File: config.mk
export PLATFORM = sky130hd
export DESIGN_NAME = chs_fifo
export DESIGN_NICKNAME = d
export VERILOG_FILES = /design/src/rtl/core/chs_fifo.sv
export SDC_FILE = /design/constraint.sdc
export NUM_CORES = 1
export LEC_CHECK = 0
export BUFFER_PORTS_ARGS = -buffer_cell sky130_fd_sc_hd__buf_2
export CAP_MARGIN = 30
export CORE_MARGIN = 3
export CORE_UTILIZATION = 35
export CTS_CLUSTER_DIAMETER = 60
export DETAILED_ROUTE_END_ITERATION = 8
export PLACE_DENSITY = 0.62
export SETUP_SLACK_MARGIN = 0.02
export SLEW_MARGIN = 20
export SYNTH_ARGS = -nofsm -noshare
export SYNTH_HDL_FRONTEND = slang
export SYNTH_SLANG_ARGS = --single-unit
File: constraint.sdc
create_clock -name clk -period 1.6 [get_ports clk]
set_clock_uncertainty 0.2 [all_clocks]
set_input_delay 0.08 -clock clk [delete_from_list [all_inputs] [get_ports clk]]
set_output_delay 0.08 -clock clk [all_outputs]
set_load 0.005 [all_outputs]
File: src/rtl/core/chs_fifo.sv
// ----------------------------------------------------------------------------
// chs_fifo
// Short job queue between the classifying front and the table back end.
// ----------------------------------------------------------------------------
module chs_fifo #(
  parameter int unsigned WIDTH = 8,
  parameter int unsigned DEPTH = 2
) (
  input  logic             clk,
  input  logic             rst_n,
  input  logic             wr_en,
  input  logic [WIDTH-1:0] wr_data,
  output logic             q_full,
  input  logic             rd_en,
  output logic [WIDTH-1:0] rd_data,
  output logic             q_empty
);

  localparam int unsigned PTR_W = $clog2(DEPTH);
  localparam int unsigned CNT_W = $clog2(DEPTH + 1);

  logic [WIDTH-1:0] mem_r [DEPTH];
  logic [PTR_W-1:0] wr_ptr_r, wr_ptr_nxt;
  logic [PTR_W-1:0] rd_ptr_r, rd_ptr_nxt;
  logic [CNT_W-1:0] count_r, count_nxt;
  logic             do_wr, do_rd;

  assign q_full  = (count_r == CNT_W'(DEPTH));
  assign q_empty = (count_r == '0);
  assign rd_data = mem_r[rd_ptr_r];
  assign do_wr   = wr_en && !q_full;
  assign do_rd   = rd_en && !q_empty;

  always_comb begin
    wr_ptr_nxt = wr_ptr_r;
    rd_ptr_nxt = rd_ptr_r;
    count_nxt  = count_r;
    if (do_wr) begin
      wr_ptr_nxt = (wr_ptr_r == PTR_W'(DEPTH - 1)) ? '0 : PTR_W'(wr_ptr_r + 1'b1);
    end
    if (do_rd) begin
      rd_ptr_nxt = (rd_ptr_r == PTR_W'(DEPTH - 1)) ? '0 : PTR_W'(rd_ptr_r + 1'b1);
    end
    if (do_wr && !do_rd) begin
      count_nxt = CNT_W'(count_r + 1'b1);
    end else if (do_rd && !do_wr) begin
      count_nxt = CNT_W'(count_r - 1'b1);
    end
  end

  always_ff @(posedge clk) begin
    if (!rst_n) begin
      wr_ptr_r <= '0;
      rd_ptr_r <= '0;
      count_r  <= '0;
    end else begin
      wr_ptr_r <= wr_ptr_nxt;
      rd_ptr_r <= rd_ptr_nxt;
      count_r  <= count_nxt;
    end
  end

  always_ff @(posedge clk) begin
    if (do_wr) begin
      mem_r[wr_ptr_r] <= wr_data;
    end
  end

endmodule

==> impl_metrics.csv <==
group,metric,value,unit
setup_path,worstReg2RegStart,"count_r[0]",
synth,synthTopCellsByCount,"16 x edfxtp_1, 8 x mux2_2, 5 x dfxtp_1",
clock_tree,clk_pin_slew_worst_paths,0.11,ns
setup_path,critPathMaxFanout,4,
power_and_ir_drop,ir_worst_vdd,0.8894,mV
setup_path,cpPeakStageDelay,0.37,ns
clock_tree,htree_levels,1,
layout,layoutNonFillerInstCount,116,
power_and_ir_drop,leakagePower,0.4543,nW
route,first_pass_iters,3,
setup_path,cp-endpoint,"count_r[1]",
layout,multi_input_area,252.7,sq um
outcome,violations,"negative setup slack",
layout,area_growth,42.81,%
synth,synth_area,809.5,sq um
setup_path,path_class,"reg -> reg",
setup_path,crit_cells,7,
floorplanning,core,2082,sq um
synth,syn-num-nets,63,
setup_path,cp_slowest_cell,"dfxtp_4",
setup_path,path_buf_inv,1,
clock_tree,cts_made_buffers,3,
synth,synth-async-reset-ratio,0,
synth,yosys.area.top_type,"edfxtp_1",
floorplanning,die_area,2926,sq um
synth,synth_edf_count,16,
sta,tightest_slew,0.2493,ns
synth,syn_avg_cell_area,16.19,sq um
sta,rsz0062_at_grt,"true",
synth,ys.warnings.count,0,
layout,nFillCells,190,
route,drtAntennaViolNets,0,
placement,dp_cells,100,
power_and_ir_drop,seqPwrFrac,0.484,
setup_path,required,1.64,ns
sta,clock.fmax,596.8,MHz
flow_run,drv_cap,0,
synth,netlist.area_leader.share,0.5935,
grt,antenna_found_initial,0,
synth,synthTopCellsByArea,"edfxtp_1 59%, dfxtp_1 12%, mux2_2 11%",
placement,hpwl,885.9,microns
power_and_ir_drop,power_density,1400,nW/um^2
power_and_ir_drop,p_int,1.150,mW
synth,seq_area_frac_synth,0.7172,
layout,drive_gt1_frac,0.5393,
route,num_vias,524,
clock_tree,clock_path_buffers,2,
setup_path,rr_worst_depth,7,
floorplanning,boundaryPins,22,
placement,place_area,982.2,sq um
power_and_ir_drop,switchingPower,0.4681,mW
floorplanning,die_w,54.09,microns
setup_path,arrival,1.72,ns
route,wl,1.420,mm
clock_tree,worstSkewPairLatency,0.31,ns
power_and_ir_drop,power_frac_comb,0.359,
sta,setup_viol,1,
synth,synth_most_common_cell,"edfxtp_1",
sta,min_period,1.676,ns
power_and_ir_drop,p_sw_frac,0.2892,
clock_tree,cts_root_buf,"clkbuf_4",
setup_path,worstSetupStartpointType,"flip-flop",
setup_path,cp-end-kind,"flip-flop",
setup_path,path_cells,"nand2b_4, inv_4, nor2_4, ha_4, xor2_2, or3_1, a21boi_1",
setup_path,rrSetupSlack,-0.08,ns
layout,nets,103,
outcome,status,"finished with violations",
min_path,hold_path.class,"in -> reg",
floorplanning,initial_utilization,0.3888,
floorplanning,rows,16,
grt,grt_max_degree,13,
synth,ys_ff_latch,21,
placement,portBuffers,21,
grt,grt_pass1_wl,2.152,mm
synth,ys_types,20,
layout,antennaDiodeCount,0,
layout,post-route-util,0.5553,
route,drt_iter0_drc,5,
setup_path,cp-startpoint,"count_r[0]",
sta,slew_headroom,0.8327,
route,wl_per_cell,12.24,microns
route,viasPerCell,4.517,
setup_path,cpLargestDelayFamily,"simple AND/OR/NAND/NOR gates",
grt,grt_usage,0.1082,
setup_path,r2r-end,"count_r[1]",
placement,routabilityCongestion,0.7583,
clock_tree,cts_tree,"done",
grt,grt_overflow,0,
synth,synthCells,50,
power_and_ir_drop,p_clk_frac,0.157,
clock_tree,cts_sinks,21,
sta,drv_slew,0,
route,drc,0,
grt,grt_pass1_vias,548,
sta,finalWorstSetupSlack,-0.07567,ns
layout,fin_area,1156,sq um
synth,synth_flop_cell,"edfxtp_1",
sta,period_share,1.047,
min_path,hold_start,"wr_en",
sta,hold_viol_final,0,
floorplanning,die_h,54.09,microns
sta,final.setup.tns,-0.07567,ns
layout,regArea,589.3,sq um
## stage by stage
step / setup WS, ns / hold WS (ns) / power [mW]
floorplan: 0.02077 / -0.02113 / 1.083
global placement: 0.003772 / 0.06859 / 1.259
detailed placement: -0.05246 / 0.07135 / 1.272
CTS: -0.07327 / 0.1347 / 1.545
global route: -0.1415 / 0.1282 / 1.757
finish: -0.07567 / 0.1344 / 1.618
## how the worst min path moves through the flow
stage | to | slack (ns) | depth (start not counted)
floorplan | mem_r[0][0] | -0.02 | 0
global placement | mem_r[0][5] | 0.07 | 1
detailed placement | mem_r[0][6] | 0.07 | 1
CTS | flip-flop | 0.13 | 5
global route | mem_r[1][7] | 0.13 | 2
finish | mem_r[1][1] | 0.13 | 2
## sequential cells by signal (all words and copies together) (netlist names), named ones only
register and flops:
wr_ptr_r 1, count_r 2, rd_ptr_r 1, mem_r 16
## cells by family (layout without fill, tap and decap cells)
kind of cell,after synthesis,in the layout,synth area share
AOI/OAI and AO/OA,5,5,0.04018
xor gates and xnor gates,3,3,0.03246
adders and majority gates,1,1,0.01545
buffers and inverters,3,42,0.01544
DFF,21,21,0.7172
muxes,8,8,0.1113
and+or+nand+nor,9,9,0.06803
## area by class of cell
type | count | area share
Clock buffer | 3 | 0.01948
Clock inverter | 1 | 0.004329
Inverter | 2 | 0.008658
Multi-Input combinational cell | 26 | 0.2186
Sequential cell | 21 | 0.5097
Tap cell | 27 | 0.02922
Timing Repair Buffer | 36 | 0.2100
## power groups by stage
stage	logic (mW)	registers [mW]	clock network (mW)
after global placement	0.476	0.784	0
after floorplan	0.331	0.753	0
final	0.581	0.783	0.254
after detailed placement	0.483	0.789	0
after CTS	0.509	0.781	0.255
after global routing	0.651	0.802	0.304
## cell usage in the layout, fill, tap and decap left out, drive strengths merged
cell,n
xnor2,2
a21boi,2
nand2b,1
clkbuf,3
o21a,1
ha,1
mux2,8
inv,2
and3,1
dfxtp,5
dlygate4sd3,10
or3,1
xor2,1
o21ai,2
edfxtp,16
clkinv,1
nor3,1
and2,3
nor2,2
buf,26
## per-layer routing
| layer | track usage | up-vias | wire length [microns] |
|---|---|---|---|
| li1 | - | 259 | - |
| met1 | 0.1204 | 245 | 601 |
| met2 | 0.1815 | 15 | 685 |
| met3 | 0.02493 | 5 | 81 |
| met4 | 0.07469 | 0 | 52 |
| met5 | 0 | - | 0 |
## what timing repair did
| item | 4_1_cts | 5_1_grt |
|---|---|---|
| buffers inserted | 0 | 2 |
| pin swaps | 0 | 2 |
| hold buffers | 10 | 0 |
| endpoints found under the setup margin | 9 | 9 |
| hold endpoints to repair | 21 | 0 |
| gates resized for setup | 2 | 6 |
No activity file was read; power rests on OpenSTA's default activity.
