**src/rtl/core/chs_pkg.sv**
```systemverilog
// ----------------------------------------------------------------------------
// chs_pkg
// Shared types and constants for the chained hash set.
// ----------------------------------------------------------------------------
package chs_pkg;

  localparam int unsigned NUM_BUCKETS_DEF = 10;
  localparam int unsigned CHAIN_DEPTH_DEF = 8;
  localparam int unsigned KEY_CHARS       = 12;

  localparam int unsigned HALF_W      = 48;
  localparam int unsigned LEN_W       = 4;
  localparam int unsigned CHAR_W      = 7;
  localparam int unsigned HALF_CHARS  = 6;
  // sum of one half fits 10 bits, of the whole key 11 bits
  localparam int unsigned HSUM_W      = 10;
  localparam int unsigned SUM_W       = 11;
  localparam int unsigned BKT_MAX_W   = 6;
  localparam int unsigned OUT_BKT_W   = 4;
  localparam int unsigned QUEUE_DEPTH = 2;

  localparam logic [HALF_W-1:0] SEVEN_BIT_MASK = 48'h7F7F_7F7F_7F7F;
  localparam logic [LEN_W-1:0]  KEY_LEN        = LEN_W'(KEY_CHARS);

  typedef enum logic [0:0] {
    OP_INSERT = 1'b0,
    OP_SEARCH = 1'b1
  } op_t;

  typedef enum logic [2:0] {
    ST_INSERTED  = 3'd0,
    ST_TOO_SHORT = 3'd1,
    ST_TOO_LONG  = 3'd2,
    ST_FULL      = 3'd3,
    ST_SEARCHED  = 3'd4
  } status_t;

  typedef enum logic [2:0] {
    JOB_INSERT,
    JOB_SEARCH,
    JOB_SHORT,
    JOB_LONG,
    JOB_MISS
  } job_kind_t;

  typedef struct packed {
    op_t               opcode;
    logic [HALF_W-1:0] key_high;
    logic [HALF_W-1:0] key_low;
    logic [LEN_W-1:0]  key_length;
  } in_item_t;

  typedef struct packed {
    status_t              status;
    logic                 found;
    logic [OUT_BKT_W-1:0] bucket;
  } out_item_t;

  typedef struct packed {
    job_kind_t            kind;
    logic [HALF_W-1:0]    key_high;
    logic [HALF_W-1:0]    key_low;
    logic [BKT_MAX_W-1:0] bucket;
  } job_t;

endpackage

```
**src/rtl/core/chs_front.sv**
```systemverilog
// ----------------------------------------------------------------------------
// chs_front
// Accepts items, masks keys to 7-bit characters, hashes and classifies them.
// ----------------------------------------------------------------------------
module chs_front #(
  parameter int unsigned NUM_BUCKETS = chs_pkg::NUM_BUCKETS_DEF
) (
  input  logic             clk,
  input  logic             rst_n,
  input  logic             push,
  input  chs_pkg::in_item_t in_data,
  output logic             full,
  output logic             job_wr,
  output chs_pkg::job_t    job,
  input  logic             job_full
);

  localparam int unsigned SUM_W      = chs_pkg::SUM_W;
  localparam int unsigned HSUM_W     = chs_pkg::HSUM_W;
  localparam int unsigned HASH_SHIFT = 22;
  localparam int unsigned PROD_W     = SUM_W + HASH_SHIFT;
  localparam logic [HASH_SHIFT-1:0] RECIP = HASH_SHIFT'((1 << HASH_SHIFT) / NUM_BUCKETS);
  localparam logic [SUM_W:0]        NB_W  = (SUM_W + 1)'(NUM_BUCKETS);

  typedef enum logic [2:0] {
    F_IDLE,
    F_HALF,
    F_SUM,
    F_MUL,
    F_PUSH
  } f_state_t;

  f_state_t                        state_r, state_nxt;
  logic [chs_pkg::HALF_W-1:0]      kh_r, kl_r;
  chs_pkg::op_t                    op_r;
  logic [chs_pkg::LEN_W-1:0]       len_r;
  logic [HSUM_W-1:0]               hsum_hi_r, hsum_lo_r;
  logic [HSUM_W-1:0]               hsum_hi, hsum_lo;
  logic [SUM_W-1:0]                sum_r;
  logic [SUM_W-1:0]                quot_r;
  logic [PROD_W-1:0]               prod;
  logic [SUM_W:0]                  qn, rem_raw, rem;
  logic                            len_ok;

  assign full = (state_r != F_IDLE);

  always_comb begin
    hsum_hi = '0;
    hsum_lo = '0;
    for (int i = 0; i < chs_pkg::HALF_CHARS; i++) begin
      hsum_hi = HSUM_W'(hsum_hi + HSUM_W'(kh_r[8*i +: chs_pkg::CHAR_W]));
      hsum_lo = HSUM_W'(hsum_lo + HSUM_W'(kl_r[8*i +: chs_pkg::CHAR_W]));
    end
  end

  assign prod = {{HASH_SHIFT{1'b0}}, sum_r} * {{SUM_W{1'b0}}, RECIP};

  // quotient estimate is at most one low, so one correction step suffices
  always_comb begin
    qn      = {1'b0, quot_r} * NB_W;
    rem_raw = {1'b0, sum_r} - qn;
    rem     = (rem_raw >= NB_W) ? (rem_raw - NB_W) : rem_raw;
  end

  assign len_ok = (len_r == chs_pkg::KEY_LEN);

  always_comb begin
    job.key_high = kh_r;
    job.key_low  = kl_r;
    job.bucket   = len_ok ? chs_pkg::BKT_MAX_W'(rem) : '0;
    if (op_r == chs_pkg::OP_SEARCH) begin
      job.kind = len_ok ? chs_pkg::JOB_SEARCH : chs_pkg::JOB_MISS;
    end else if (len_r < chs_pkg::KEY_LEN) begin
      job.kind = chs_pkg::JOB_SHORT;
    end else if (len_r > chs_pkg::KEY_LEN) begin
      job.kind = chs_pkg::JOB_LONG;
    end else begin
      job.kind = chs_pkg::JOB_INSERT;
    end
  end

  assign job_wr = (state_r == F_PUSH) && !job_full;

  always_comb begin
    state_nxt = state_r;
    case (state_r)
      F_IDLE: begin
        if (push) state_nxt = F_HALF;
      end
      F_HALF:  state_nxt = F_SUM;
      F_SUM:   state_nxt = F_MUL;
      F_MUL:   state_nxt = F_PUSH;
      F_PUSH: begin
        if (!job_full) state_nxt = F_IDLE;
      end
      default: state_nxt = F_IDLE;
    endcase
  end

  always_ff @(posedge clk) begin
    if (!rst_n) begin
      state_r <= F_IDLE;
    end else begin
      state_r <= state_nxt;
    end
  end

  always_ff @(posedge clk) begin
    if (state_r == F_IDLE && push) begin
      op_r  <= in_data.opcode;
      kh_r  <= in_data.key_high & chs_pkg::SEVEN_BIT_MASK;
      kl_r  <= in_data.key_low & chs_pkg::SEVEN_BIT_MASK;
      len_r <= in_data.key_length;
    end
    if (state_r == F_HALF) begin
      hsum_hi_r <= hsum_hi;
      hsum_lo_r <= hsum_lo;
    end
    if (state_r == F_SUM) begin
      sum_r <= SUM_W'({1'b0, hsum_hi_r} + {1'b0, hsum_lo_r});
    end
    if (state_r == F_MUL) begin
      quot_r <= prod[PROD_W-1:HASH_SHIFT];
    end
  end

endmodule

```
**config.mk**
```make
export PLATFORM = sky130hd
export DESIGN_NAME = chs_front
export DESIGN_NICKNAME = d
export VERILOG_FILES = /design/src/rtl/core/chs_pkg.sv /design/src/rtl/core/chs_front.sv
export SDC_FILE = /design/constraint.sdc
export NUM_CORES = 1
export LEC_CHECK = 0
export ABC_CLOCK_PERIOD_IN_PS = 6000
export CORE_AREA = 5 5 143 118
export DETAILED_ROUTE_END_ITERATION = 12
export DIE_AREA = 0 0 148 123
export DONT_BUFFER_PORTS = 1
export MAX_ROUTING_LAYER = met4
export PLACE_DENSITY = 0.75
export SYNTH_ARGS = -nofsm -noshare
export SYNTH_HDL_FRONTEND = slang
export SYNTH_SLANG_ARGS = --single-unit
```
**constraint.sdc**
```tcl
create_clock -name clk -period 6 [get_ports clk]
set_input_delay 0.6 -clock clk [delete_from_list [all_inputs] [get_ports clk]]
set_output_delay 0.6 -clock clk [all_outputs]
set_load 0.05 [all_outputs]
```
==> run summary, run 1 <==
Outcome
• finished, final reports clean — outcome

Place
• 0.8838 — RePlAce Congestion
• 13400 microns — sum of net half-perimeters after detailed placement
• 0.3226 ns — worst setup slack before clock tree synthesis
• 0 — number of port buffers
• 886 — number of placed instances with taps included

Timing
• 0.1723 GHz — f_max
• 1.062 ns — Least-Margin Pin Slew
• 0 — count of final hold-check violations
• 0 ns — setup TNS after final layout
• no — setup repair after global routing missed its margin
• 0.01513 ns — final setup skew
• 0 — endpoints failing setup
• 5.805 ns — minimum clock period after layout
• 0.1954 ns — post-layout worst setup margin
• 0.9674 — final worst path period share
• 0.2919 — worst relative slew slack
• 0 — max-slew violation count

Setup path
• 0.20 ns — reg-to-reg setup timing slack
• 19 — R2R depth
• quot_r[7]$_DFFE_PP_ — worst reg2reg endpoint
• sum_r[9]$_DFFE_PN_ — Crit Reg-Reg Startpoint
• 5.96 ns — Worst Path Arrival
• register — element type at the critical path start
• register — category of the worst setup path capture point
• register to register — Setup CP Type
• 4 — maximum fanout count along the critical path
• 6.16 ns — data required time of the worst path

Drt
• 16170 microns — Routed WL
• 0 — # DRC
• 0 — antenna violation net count after detailed routing
• 5027 — Vias
• 5.482 — via/cell ratio
• 17.64 microns — Routed WL per cell
• 226 — 1st-iter DRT viols
• 8 — Pre-Repair DR Iteration Count

Synth
• 50 — Yosys cell types
• 0 — fraction of registers with async set or reset after synthesis
• 685 — Synth Instances
• 131 — post-synthesis sequential element count
• 0.008964 sq mm — Netlist Area Pre-Place
• 0.4355 — share of the yosys chip area belonging to registers
• 0 — number of warnings printed during yosys synthesis
• edfxtp_1 — most used flip-flop cell after synthesis
• 13.09 sq um — average cell area after synthesis
• 128 — number of flops mapped to enable cells by yosys

Pwr
• 690.2 mW/mm^2 — PD cells
• 4.291 nW — reported leakage power
• 0.0004296 V — worst-case vdd ir drop

Die
• 41 — row count
• 148 microns — overall die width
• 212 — io pins
• 0.5844 — starting utilization of the core area
• 0.01820 sq mm — die footprint
• 0.01534 sq mm — Core Footprint
• 123 microns — die outline height

Worst hold path
• in_data[33] — Worst Min Path Start
• input pin to register — Hold Path Class
• 0 — instance count along the most critical hold path
• kl_r[29]$_DFFE_PP_ — WHS Endpoint

Global route
• 0 — sum of overflow across all layers after global routing
• met2 — busiest layer in global routing
• 5603 — number of global-route vias before repair
• 0 — antenna violations before repair
• 0.2234 — global-route track usage on met1
• 26640 microns — global-route wire length before repair
• 0.1944 — Tot GR Track Use
• 0.06596 — Global Route met3 Usage
• 0.3313 — met2 track demand over resource in global routing
• 90 — maximum number of pins on one net before global-route repair

Clocking
• 0.42 ns — Worst-Skew Late Latency
• 0 — Post-CTS Hold Buffers
• 17 — total CTS buffers
• 131 — sinks on the clock net
• 0.06 ns — clock edge transition at the registers on the reported setup and hold paths
• clkbuf_16 — master cell of the clock root buffer
• 0 — count of buffers added by post-CTS timing repair for setup
• yes — CTS tree
• 2 — maximum buffer depth of the clock tree
• 0 — post-cts gate resize count
• 4 — number of levels in the clock H-tree

Cells and area
• 0 — number of inserted diodes
• 1103 — layout filler cell count
• 917 — final cell count without fillers
• 0.6420 — fraction of the core area covered by cells at the end of the flow
• 1011 — Final nets
• 9.855% — area overhead of the layout relative to synthesis
• 0.06906 — layout cell share with drive strength beyond 1

Job
• 0 — number of max-capacitance violations reported

==> cells in the mapped netlist (2+ instances only) <==
| library cell | count | share of area |
|---|---|---|
| o21bai_1 | 7 | 0.0059 |
| o211a_1 | 2 | 0.0022 |
| and2_1 | 2 | 0.0014 |
| edfxtp_1 | 128 | 0.43 |
| o21ai_0 | 16 | 0.0089 |
| a21o_1 | 13 | 0.011 |
| nand4_1 | 3 | 0.0021 |
| and3_1 | 2 | 0.0014 |
| nor2_1 | 25 | 0.010 |
| or3_1 | 3 | 0.0021 |
| xor2_1 | 10 | 0.0098 |
| nor3_1 | 11 | 0.0061 |
| dfxtp_1 | 3 | 0.0067 |
| nor2b_1 | 8 | 0.0056 |
| ha_1 | 109 | 0.15 |
| o211ai_1 | 3 | 0.0025 |
| a21boi_0 | 2 | 0.0017 |
| nand2b_1 | 3 | 0.0021 |
| a21oi_1 | 32 | 0.018 |
| fa_1 | 85 | 0.19 |
| mux2i_1 | 2 | 0.0022 |
| a31oi_1 | 4 | 0.0028 |
| buf_4 | 12 | 0.010 |
| xnor2_1 | 25 | 0.024 |
| a211oi_1 | 4 | 0.0034 |
| nor3b_1 | 3 | 0.0025 |
| o21a_1 | 8 | 0.0067 |
| inv_1 | 119 | 0.050 |
| nand3_1 | 5 | 0.0028 |
| nand2_1 | 16 | 0.0067 |
==> cell type report <==
| cell class | instances | area (sq um) | share of cell area |
|---|---|---|---|
| Multi-Input combinational cell | 434 | 4582 | 0.4653 |
| Sequential cell | 131 | 3904 | 0.3964 |
| Inverter | 119 | 446.7 | 0.04536 |
| Clock buffer | 17 | 425.4 | 0.04320 |
| Tap cell | 193 | 241.5 | 0.02452 |
| Clock inverter | 14 | 180.2 | 0.01830 |
| Timing Repair Buffer | 9 | 67.56 | 0.006862 |
==> logic make-up after synthesis <==
family | share of synthesized area
muxes | 0.003908
DFF | 0.4355
AOI/OAI and AO/OA | 0.07217
and+or+nand+nor | 0.05193
adders and majority gates | 0.3420
buffers and inverters | 0.05988
other | 0.0004184
xor gates and xnor gates | 0.03420
==> state kept, by name, summed over array words and instances, names as in the netlist <==
name	flops
hsum_hi_r	10
hsum_lo_r	10
kh_r	42
kl_r	42
len_r	4
op_r	1
quot_r	8
state_r	3
sum_r	11
==> per-stage QoR <==
step	cell area, sq um	hold slack (ns)	power, mW
2_1_floorplan	9005	0.4667	4.896
3_3_place_gp	9241	0.4794	5.581
3_5_place_dp	9241	0.5047	5.760
4_1_cts	9847	0.2561	6.859
5_1_grt	9847	0.2478	7.523
6_report	9847	0.2698	6.796
==> worst max-delay path by stage <==
stage | to | slack (ns) | from
floorplan | job[2] | 0.64 | quot_r[2]$_DFFE_PP_
global placement | quot_r[7]$_DFFE_PP_ | 0.42 | sum_r[9]$_DFFE_PN_
detailed placement | quot_r[7]$_DFFE_PP_ | 0.32 | sum_r[9]$_DFFE_PN_
CTS | quot_r[7]$_DFFE_PP_ | 0.29 | sum_r[9]$_DFFE_PN_
finish | quot_r[7]$_DFFE_PP_ | 0.20 | sum_r[9]$_DFFE_PN_
global route | quot_r[7]$_DFFE_PP_ | 0.02 | sum_r[9]$_DFFE_PN_
==> power by group <==
group          switching [mW]  internal [mW]  total (mW)
Sequential              0.243           1.34        1.58
Clock                   0.393          0.658        1.05
Combinational            2.33           1.84        4.16
==> metal layers <==
metal | part of all wire | vias up
li1 | - | 2414
met1 | 0.40 | 2460
met5 | 0 | -
met3 | 0.061 | 14
met4 | 0.012 | 0
met2 | 0.53 | 139
==> cell usage in the layout, fill, tap and decap left out, drive strengths merged, types with 5 or more instances in the layout <==
| cell | Yosys | layout |
|---|---|---|
| o21bai | 7 | 7 |
| clkbuf | 0 | 17 |
| nor2b | 8 | 8 |
| inv | 119 | 123 |
| nand2 | 16 | 16 |
| edfxtp | 128 | 128 |
| conb | 1 | 12 |
| ha | 109 | 109 |
| nand3 | 5 | 5 |
| a21oi | 32 | 32 |
| nor3 | 11 | 11 |
| buf | 12 | 9 |
| o21a | 8 | 8 |
| xnor2 | 25 | 25 |
| o21ai | 17 | 17 |
| a21o | 13 | 13 |
| nor2 | 26 | 26 |
| fa | 85 | 85 |
| xor2 | 10 | 10 |
==> critical path, cell delays in order, from the launching register on <==
cell and delay [ns]:
edfxtp_1 0.46, inv_1 0.07, ha_1 0.33, fa_1 0.54, inv_1 0.07, fa_1 0.50, inv_1 0.06, fa_1 0.56
inv_1 0.08, fa_1 0.49, ha_1 0.24, a211oi_1 0.35, nand2_1 0.10, o311ai_0 0.56, buf_4 0.23, o2111ai_1 0.20
a41o_1 0.33, o21a_1 0.19, nor2_1 0.12, xnor2_1 0.08
(Power assumes the default switching activity.)
==> run 2, diff against run 1 <==
ABC_AREA = 1   (was not set)
CORE_AREA = 5 5 148 122   (was 5 5 143 118)
DIE_AREA = 0 0 153 127   (was 0 0 148 123)
==> run summary, run 2 <==
Outcome
• finished, final reports clean — outcome

Setup path
• 20 — R2R depth, +1
• 5.40 ns — data required time of the worst path, -0.76 ns
• 0.70 ns — Max stage delay on crit path, +0.14 ns
• sum_r[9]$_DFFE_PN_ — Crit Reg-Reg Startpoint
• output pin — category of the worst setup path capture point
• 4.56 ns — Worst Path Arrival, -1.40 ns
• register — element type at the critical path start
• 7 — maximum fanout count along the critical path, +3
• nor2_1 — slowest cell on the critical path
• ha_1, ha_1, fa_1, a21oi_1, o21ai_0, nand2_1, nand2_1, a21oi_1, xor2_1, ha_1, nand2_1, inv_1, a21oi_1, nand3_1, nand2_1, nand2_2, nor2_2, nand3_4, nand2_1, nand2_1, nor2_1 — Cell Chain, Critical Path
• register to output pin — Setup CP Type
• quot_r[6]$_DFFE_PP_ — worst reg2reg endpoint
• nand2_1 — library cell appearing most often on the critical path
• 1.14 ns — reg-to-reg setup timing slack, +0.94 ns

Synth
• 38 — Yosys cell types, -24%
• 0 — fraction of registers with async set or reset after synthesis, unchanged
• 0.3990 — portion of synthesized cell area occupied by the leading cell type, -0.02985
• edfxtp_1 — most used flip-flop cell after synthesis
• 167 x inv_1, 138 x nand2_1, 128 x edfxtp_1 — most frequent cells after synthesis
• edfxtp_1 — library cell with the largest summed area after synthesis
• 0.009634 sq mm — Netlist Area Pre-Place, +7.5%
• 0.4052 — share of the yosys chip area belonging to registers, -0.03032
• 10.87 sq um — average cell area after synthesis, -17%
• inv_1 — leading cell type by number of instances after synthesis
• 131 — post-synthesis sequential element count, unchanged
• edfxtp_1 40%, fa_1 18%, ha_1 14%, inv_1 6.5%, nand2_1 5.4% — top area cells in the synthesized netlist
• 886 — Synth Instances, +29%
• 128 — number of flops mapped to enable cells by yosys, unchanged
• 0 — number of warnings printed during yosys synthesis, unchanged

Timing
• 0 — count of final hold-check violations, unchanged
• 0.8594 — final worst path period share, -0.1080
• 0.3077 — worst relative slew slack, +0.01572
• 0 — max-slew violation count, unchanged
• 0 ns — setup TNS after final layout, unchanged
• 5.157 ns — minimum clock period after layout, -0.6480 ns
• 0 — endpoints failing setup, unchanged
• 0.1939 GHz — f_max, +13%
• 1.042 ns — Least-Margin Pin Slew, -0.02033 ns
• no — setup repair after global routing missed its margin
• 0.01408 ns — final setup skew, -0.001055 ns

Global route
• 0 — sum of overflow across all layers after global routing, unchanged
• 57 — maximum number of pins on one net before global-route repair, -37%
• 2 — antenna violations before repair, +2
• 6493 — number of global-route vias before repair, +16%
• 0.2128 — Tot GR Track Use, +0.01838
• 31800 microns — global-route wire length before repair, +19%

Cells and area
• 0.003904 sq mm — FF+latch area, unchanged
• 0.6438 — fraction of the core area covered by cells at the end of the flow, +0.001802
• inv_1 — most common cell after layout, fill and taps aside
• 167 x inv_1, 138 x nand2_1, 128 x edfxtp_1, 109 x ha_1, 85 x fa_1 — highest-count cells in the layout ignoring fill and taps
• kh_r (42), kl_r (42), sum_r (11) — largest registers
• 0.05773 — layout cell share with drive strength beyond 1, -0.01133
• 0.005066 sq mm — multi-input combinational cell area, +11%
• 8.858% — area overhead of the layout relative to synthesis
• 0.01049 sq mm — area of all placed cells without fillers, +6.5%
• 1204 — Final nets, +19%
• 1262 — layout filler cell count, +14%

Clocking
• 4 — number of levels in the clock H-tree, unchanged
• 0 — post-cts gate resize count, unchanged
• 0.06 ns — clock edge transition at the registers on the reported setup and hold paths, about the same
• clkbuf_16 — master cell of the clock root buffer
• 0.42 ns — Worst-Skew Late Latency, about the same
• 0 — count of buffers added by post-CTS timing repair for setup, unchanged
• 131 — sinks on the clock net, unchanged
• yes — CTS tree
• 0 — Post-CTS Hold Buffers, unchanged
• 2 — maximum buffer depth of the clock tree, unchanged
• 17 — total CTS buffers, unchanged

Drt
• 5.383 — via/cell ratio, -1.8%
• 0 — antenna violation net count after detailed routing, unchanged
• 336 — 1st-iter DRT viols, +49%
• 0 — # DRC, unchanged
• 6137 — Vias, +22%
• 19240 microns — Routed WL, +19%
• 5 — Pre-Repair DR Iteration Count, -3
• 16.88 microns — Routed WL per cell, -4.3%

Place
• 15950 microns — sum of net half-perimeters after detailed placement, +19%
• 0.9735 — RePlAce Congestion, +10%
• 0.009887 sq mm — Area after DPL, +7.0%
• 0 — number of port buffers, unchanged

Die
• 42 — row count, +2.4%
• 0.01629 sq mm — Core Footprint, +6.2%
• 153 microns — overall die width, +3.4%
• 127 microns — die outline height, +3.3%
• 0.01943 sq mm — die footprint, +6.7%
• 212 — io pins, unchanged
• 0.5914 — starting utilization of the core area, +0.007011

Worst hold path
• 0 — instance count along the most critical hold path, unchanged
• input pin to register — Hold Path Class
• kh_r[19]$_DFFE_PP_ — WHS Endpoint
• in_data[71] — Worst Min Path Start

Job
• 0 — number of max-capacitance violations reported, unchanged

## run 2: routing by layer
metal | vias to the layer above | global-route usage | routed length [microns]
met5 | - | - | 0
met4 | 0 | 0.05657 | 320
met3 | 25 | 0.06119 | 1382
met2 | 188 | 0.3477 | 9590
met1 | 2975 | 0.2648 | 7945
li1 | 2949 | - | -
## run 2: cells by family after synthesis
| logic type | Yosys count | synth area share |
|---|---|---|
| buf+inv | 180 | 0.07558 |
| other cells | 1 | 0.0003892 |
| flops | 131 | 0.4052 |
| compound gates | 95 | 0.05611 |
| fa+ha+maj | 194 | 0.3182 |
| xor+xnor | 31 | 0.02818 |
| simple gates | 254 | 0.1164 |
## run 2: area by class of cell
cell class,instances,area share
clock inverter,14,0.01587
sequential,131,0.3722
tap,220,0.02625
timing repair buffer,2,0.001432
inverter,167,0.05977
multi-input combinational,586,0.4831
clock buffer,18,0.04092
antenna,2,0.0004772
## run 2: worst max path at each step
stage | from | slack, ns | end | cells past startpoint
finish | quot_r[3]$_DFFE_PP_ | 0.84 | job[1] | 21
global route | quot_r[3]$_DFFE_PP_ | 0.47 | job[1] | 21
CTS | quot_r[3]$_DFFE_PP_ | 0.79 | job[1] | 21
detailed placement | sum_r[9]$_DFFE_PN_ | 1.19 | quot_r[6]$_DFFE_PP_ | 20
global placement | sum_r[9]$_DFFE_PN_ | 1.17 | quot_r[4]$_DFFE_PP_ | 19
floorplan | state_r[2]$_SDFFE_PN0P_ | 0.85 | kh_r[0]$_DFFE_PP_ | 3
## run 2: through the flow
stage / instances / hold slack, ns / worst slack [ns]
3_3_place_gp: 1106 / 0.5272 / 1.175
6_report: 1140 / 0.2702 / 0.8434
4_1_cts: 1138 / 0.2506 / 0.7941
3_5_place_dp: 1106 / 0.5318 / 1.192
5_1_grt: 1140 / 0.2499 / 0.4738
2_1_floorplan: 897 / 0.5018 / 0.8509
## run 2: critical path: cells and delay by family, from the launching register on
| family | cells | cell delay (ns) |
|---|---|---|
| AND/OR/NAND/NOR | 11 | 1.60 |
| adder cells (fa/ha/maj) | 4 | 1.25 |
| AO/OA/AOI/OAI | 4 | 0.65 |
| flip-flops | 1 | 0.43 |
| XOR/XNOR | 1 | 0.17 |
| buffers and inverters | 1 | 0.04 |
Power of run 2 is left out: the tool's default activity adds up to more than one toggle a clock period on the data nets, which glitch-free logic cannot reach.
